===== src/rtl/tcphc_pkg.sv =====
// ----------------------------------------------------------------------------
// tcphc_pkg
// Shared types and constants of the TCP/IPv4 header compression flow context.
// ----------------------------------------------------------------------------
package tcphc_pkg;

  // Reset value of the minimum IPv4 total length register.
  localparam logic [15:0] MIN_LEN_RESET = 16'd85;

  // Width of the reported slot number.
  localparam int SLOT_ID_W = 10;

  // The slot is src_addr modulo the table size, found by a reciprocal
  // multiplication in three pipelined steps: product, quotient, remainder.
  localparam int DIV_STEPS       = 3;
  localparam int DIV_CNT_W       = $clog2(DIV_STEPS);

  // One flow table entry: four-tuple plus the stored seq and ack.
  typedef struct packed {
    logic [31:0] src;
    logic [31:0] dst;
    logic [31:0] ports;
    logic [31:0] seq;
    logic [31:0] ack;
  } flow_entry_t;

  // Controller states.
  typedef enum logic [2:0] {
    ST_CLEAR,
    ST_IDLE,
    ST_DIVIDE,
    ST_READ,
    ST_COMPARE
  } state_t;

  // Commands from the controller to the datapath.
  typedef struct packed {
    logic clr_write;
    logic load_in;
    logic div_step;
    logic mem_read;
    logic finish;
  } dp_cmd_t;

  // Status from the datapath to the controller.
  typedef struct packed {
    logic qual_in;
    logic div_last;
    logic clr_last;
  } dp_status_t;

endpackage


===== src/rtl/tcphc_ctrl.sv =====
// ----------------------------------------------------------------------------
// tcphc_ctrl
// Controller: sequences the clearing pass, the remainder steps, the table
// read and the compare, and holds the result valid flag.
// ----------------------------------------------------------------------------
module tcphc_ctrl
  import tcphc_pkg::*;
(
  input  logic       clk,
  input  logic       rst,
  input  logic       in_valid,
  output logic       in_ready,
  output logic       out_valid,
  input  logic       out_ready,
  input  dp_status_t status,
  output dp_cmd_t    cmd
);

  state_t state;
  state_t state_next;
  logic   out_valid_next;
  logic   can_finish;

  assign can_finish = !out_valid || out_ready;

  // State register.
  always_ff @(posedge clk) begin
    if (rst) begin
      state     <= ST_CLEAR;
      out_valid <= 1'b0;
    end else begin
      state     <= state_next;
      out_valid <= out_valid_next;
    end
  end

  // Next state.
  always_comb begin
    state_next = state;
    case (state)
      ST_CLEAR: begin
        if (status.clr_last) state_next = ST_IDLE;
      end
      ST_IDLE: begin
        if (in_valid) state_next = status.qual_in ? ST_DIVIDE : ST_COMPARE;
      end
      ST_DIVIDE: begin
        if (status.div_last) state_next = ST_READ;
      end
      ST_READ: begin
        state_next = ST_COMPARE;
      end
      ST_COMPARE: begin
        if (can_finish) state_next = ST_IDLE;
      end
      default: begin
        state_next = ST_CLEAR;
      end
    endcase
  end

  // Outputs and commands.
  always_comb begin
    in_ready      = 1'b0;
    cmd           = '0;
    case (state)
      ST_CLEAR: begin
        cmd.clr_write = 1'b1;
      end
      ST_IDLE: begin
        in_ready    = 1'b1;
        cmd.load_in = in_valid;
      end
      ST_DIVIDE: begin
        cmd.div_step = 1'b1;
      end
      ST_READ: begin
        cmd.mem_read = 1'b1;
      end
      ST_COMPARE: begin
        cmd.finish = can_finish;
      end
      default: begin
        cmd = '0;
      end
    endcase
  end

  // The result word stays valid until the sink takes it.
  always_comb begin
    out_valid_next = out_valid;
    if (out_valid && out_ready) out_valid_next = 1'b0;
    if (cmd.finish) out_valid_next = 1'b1;
  end

endmodule


===== config.mk =====
export PLATFORM = sky130hd
export DESIGN_NAME = tcphc_ctrl
export DESIGN_NICKNAME = d
export VERILOG_FILES = /design/src/rtl/tcphc_pkg.sv /design/src/rtl/tcphc_ctrl.sv
export SDC_FILE = /design/constraint.sdc
export NUM_CORES = 1
export LEC_CHECK = 0
export BUFFER_PORTS_ARGS = -buffer_cell sky130_fd_sc_hd__clkbuf_2
export CORE_AREA = 10 10 47 49
export CTS_CLUSTER_DIAMETER = 40
export DETAILED_ROUTE_END_ITERATION = 10
export DIE_AREA = 0 0 57 59
export MAX_ROUTING_LAYER = met4
export PLACE_DENSITY_LB_ADDON = 0.25
export SYNTH_ARGS = -nofsm -noshare
export SYNTH_HDL_FRONTEND = slang
export SYNTH_SLANG_ARGS = --single-unit
export TNS_END_PERCENT = 100

===== constraint.sdc =====
create_clock -name clk -period 2 [get_ports clk]
set_clock_uncertainty 0.15 [all_clocks]
set_input_delay 0.3 -clock clk [delete_from_list [all_inputs] [get_ports clk]]
set_output_delay 0.3 -clock clk [all_outputs]
set_load 0.1 [all_outputs]

Word-level counts from Yosys, hierarchy flattened
Index checks and enable logic that the tools add are counted.

Reduce and logical (&&, ||, !) cells: 6. Eq/ne operators: 8. Multiplexer cells: 14.

Operators with widths (number): 2-to-1 mux 3 bit (5); case mux 3 bit (5 select lines) (1); 2-to-1 mux 1 bit (8); != test 2 bit, second input constant (4); equality test 3 x 2 -> 1 bit, second input constant (2); AND reduction 4 bit (1); equality test 3 x 1 -> 1 bit, second input constant (1); equality test 3 bit, second input constant (1); zero test 3 bit (1); nonzero test 2 bit (1); logical AND 1 bit (1); zero test 1 bit (1); logical OR 1 bit (1).

Register bits after elaboration: 4.

Longest topological paths before layout
Depth in word-level cells: 4. Depth in mapped cells: 5.

Least setup slack after synthesis
No wires, ideal clock.

Kind: register to output. Start: register state[2]. End: output cmd[3] (netlist bit). Data required time: 1550 ps. Buffers on the path: 1. Path slack: -2006 ps. Arrival time: 3556 ps. Stages on the path, launching flop included: 4. Cell sequence: dfxtp_1 clkbuf_1 nor3_1 and2_1.

RTL lines: start: declaration (line tcphc_ctrl.sv:19) `state_t state;`; start signal: assignment (line tcphc_ctrl.sv:32) `state <= state_next;`; end: declaration (line tcphc_ctrl.sv:16) `output dp_cmd_t cmd`.

==> flow_summary_export.csv <==
group,metric,value,unit
setup_path,worstPathCellList,"nor2b_1, and2_1, clkbuf_2",
place,routabilityCongestion,0.692,
route,postRouteAntennaNets,0,
setup_path,crit_required,1.55,ns
pwr,power.ir.vdd_worst,0.000254,V
layout,share_of_final_layout_standard_cells_stronger_than_drive_strength_1,50.0,%
timing,drv_slew,0,
clock_network,h-tree-depth,1,
clock_network,cts_repair_resize_count,0,
setup_path,worstPathBufferInverterCount,1,
pwr,power.density,830,mW/mm^2
logic_synthesis,netlist-cell-type-count,19,
outcome,outcome,"finished clean",
logic_synthesis,synth_area_leaders,"dfxtp_1 33%, nor2b_1 7.7%, a21oi_1 6.2%, nor3_1 6.2%, a221oi_2 6.2%",
die,floorplan.die.width,57,um
logic_synthesis,synth_top_family_by_area,"simple AND/OR/NAND/NOR gates",
logic_synthesis,netlist_area,244,sq um
setup_path,critical_path.endpoint_type,"output pin",
timing,timing_worst_slew_pin_value,0.543,ns
place,detailed_place.area,360,sq um
global_routing,global_route_wire_length_before_repair,1170,um
timing,timing.final.crit_period,1.86,ns
clock_network,clockBufferDepth,2,
logic_synthesis,seq_area_frac_synth,32.8,%
timing,final_setup_vio_count,0,
route,routed-via-count,257,
route,starting_drt_drc_count,12,
setup_path,critical_path.slowest_cell,"dfxtp_1",
clock_network,cts_tree,"yes",
die,dieArea,0.00336,sq mm
logic_synthesis,synth-adder-area-share,0,%
route,drcViolationCount,0,
layout,post-route-cell-area,387,sq um
route,drtPass1Iterations,4,
pwr,fin_total_pwr,321,uW
logic_synthesis,yosysTopAreaCell,"dfxtp_1",
clock_network,clkSlewWorstSetupHoldPaths,0.04,ns
layout,syn_to_final_growth,58.5,%
global_routing,vias_in_the_first_global_route,269,
layout,antenna_cells,0,
setup_path,criticalPathCategory,"reg2out",
hold_path,hp-class,"in2reg",
die,fp.coreArea,0.00140,sq mm
route,routedWlPerCell,11.6,um
clock_network,tritoncts.num_buffers,3,
die,pin_count,14,
route,via_per_inst,4.15,
layout,post-route-util,27.6,%
global_routing,grt_use_total,4.59,%
die,floorplan_die_height,59,um
global_routing,grt_start_max_net_pins,11,
timing,report.final.hold_viol_count,0,
logic_synthesis,post_synth_and_or_nand_nor_area_fraction,38.5,%
die,initial_utilization,17.4,%
logic_synthesis,fraction_of_synthesized_area_in_multiplexers,0,%
place,io_buffer_count,13,
layout,num-nets-final,54,
global_routing,antenna_found_initial,0,
clock_network,numClockSinks,4,
die,num_rows,14,
setup_path,cell_class_contributing_the_biggest_share_of_worst_path_delay,"flip-flops",
timing,rsz_0062_raised_after_global_routing,"false",
setup_path,crit_path_max_incr_delay,0.55,ns
logic_synthesis,postSynthRegisterBits,4,
timing,maxClockFrequency,0.538,GHz
timing,worst_slew_margin_rel,63.9,%
route,totalWireLength,717,um
logic_synthesis,yosysWarningCount,0,
clock_network,hold_buffers,0,
setup_path,worst-path-max-fanout,9,
layout,fill_cells,152,
clock_network,cts_post_setup_buffers_inserted,0,
pwr,p_leak,0.000176,uW
logic_synthesis,syn_nets,39,
clock_network,cts_root_buffer,"clkbuf_4",
place,detailedPlacementHpwl,597,um
clock_network,worstSkewPairLatency,0.23,ns
logic_synthesis,fraction_of_synthesized_cell_area_in_xor_and_xnor_cells,0,%
setup_path,setup.worst_path.start_class,"flop",
logic_synthesis,synth_area_in_compound_gates,20.5,%
logic_synthesis,syn-mean-instance-area,7.62,sq um
global_routing,gr-total-overflow,0,
setup_path,critPathArrivalTime,1.41,ns
timing,fin_setup_tns,0,ns
logic_synthesis,synthesis.instances,32,
flow_run,cap_violations,0,
timing,final_min_period_over_clock_period,93.0,%
logic_synthesis,synth_largest_type_area_fraction,32.8,%
## worst paths after layout
path | depth (start not counted) | slack, ns | endpoint | from
setup / recovery | 3 | 0.14 | cmd[1] | state[2]$_SDFFE_PP0P_
hold / removal | 2 | 0.13 | state[0]$_SDFFE_PP0P_ | rst
setup reg to reg | 2 | 0.78 | state[0]$_SDFFE_PP0P_ | state[1]$_SDFFE_PP0P_
hold reg to reg | 2 | 0.37 | out_valid$_SDFFE_PP0P_ | out_valid$_SDFFE_PP0P_
## through the flow
step                      instances  setup WS [ns]  hold slack [ns]
after global routing             62         0.0708            0.122
final                            62          0.140            0.129
after detailed placement         58          0.376            0.361
after floorplan                  32         -0.177            0.207
after CTS                        62          0.128            0.121
after global placement           58          0.389            0.359
## final cells by class
cell class                      count  area, sq um  area share, %
Inverter                            1         3.75          0.971
Sequential cell                     4         83.8           21.7
Clock buffer                        4         26.3           6.80
Multi-Input combinational cell     24          168           43.4
Tap cell                           16         20.0           5.18
Timing Repair Buffer               13         85.1           22.0
## synth_stat cells (all sizes together)
| master | n |
|---|---|
| dfxtp | 4 |
| a21oi | 3 |
| nor2 | 3 |
| nor2b | 3 |
| nor3 | 3 |
| and2 | 2 |
| buf | 2 |
| nand2 | 2 |
| a211o | 1 |
| a221oi | 1 |
| a31oi | 1 |
| and4b | 1 |
| clkbuf | 1 |
| inv | 1 |
| nand2b | 1 |
| nand3 | 1 |
| nor3b | 1 |
| o21ai | 1 |
## cell usage in the layout (no fill, tap or decap), types with 2 or more instances in the layout
master / Yosys / final
clkbuf_2: 0 / 10
buf_4: 1 / 2
dfxtp_1: 4 / 3
clkbuf_4: 0 / 3
a21oi_1: 3 / 3
nor2_1: 3 / 3
nor2b_1: 3 / 3
nand2_1: 2 / 2
## registers in the layout, summed over array words and instances, names as in the netlist
register and flops:
state 3, out_valid 1
## kinds of logic (layout without fill, tap and decap cells)
group | after synthesis | in the layout
flip-flops | 4 | 4
buffers and inverters | 4 | 18
AO/OA/AOI/OAI | 7 | 7
AND/OR/NAND/NOR | 17 | 17
## worst register-to-register path: cells and delay by family (launching register included)
| family | cells | cell delay, ns |
|---|---|---|
| flops | 1 | 0.52 |
| compound gates | 2 | 0.45 |
## routing by layer
layer / track usage [%] / vias up / share of wire (%)
li1: - / 139 / -
met1: 6.09 / 101 / 58
met2: 4.81 / 15 / 33
met3: 1.93 / 2 / 9.1
met4: 4.03 / 0 / 0.56
met5: - / - / 0
## power breakdown
group | switching, uW | internal [uW] | total (uW) | leakage (uW)
clock | 34.5 | 75.0 | 109 | 0.0000150
sequential | 10.0 | 84.8 | 94.8 | 0.0000332
combinational | 86.9 | 29.5 | 116 | 0.000128
Note: power is estimated with default switching activity, not from simulation.
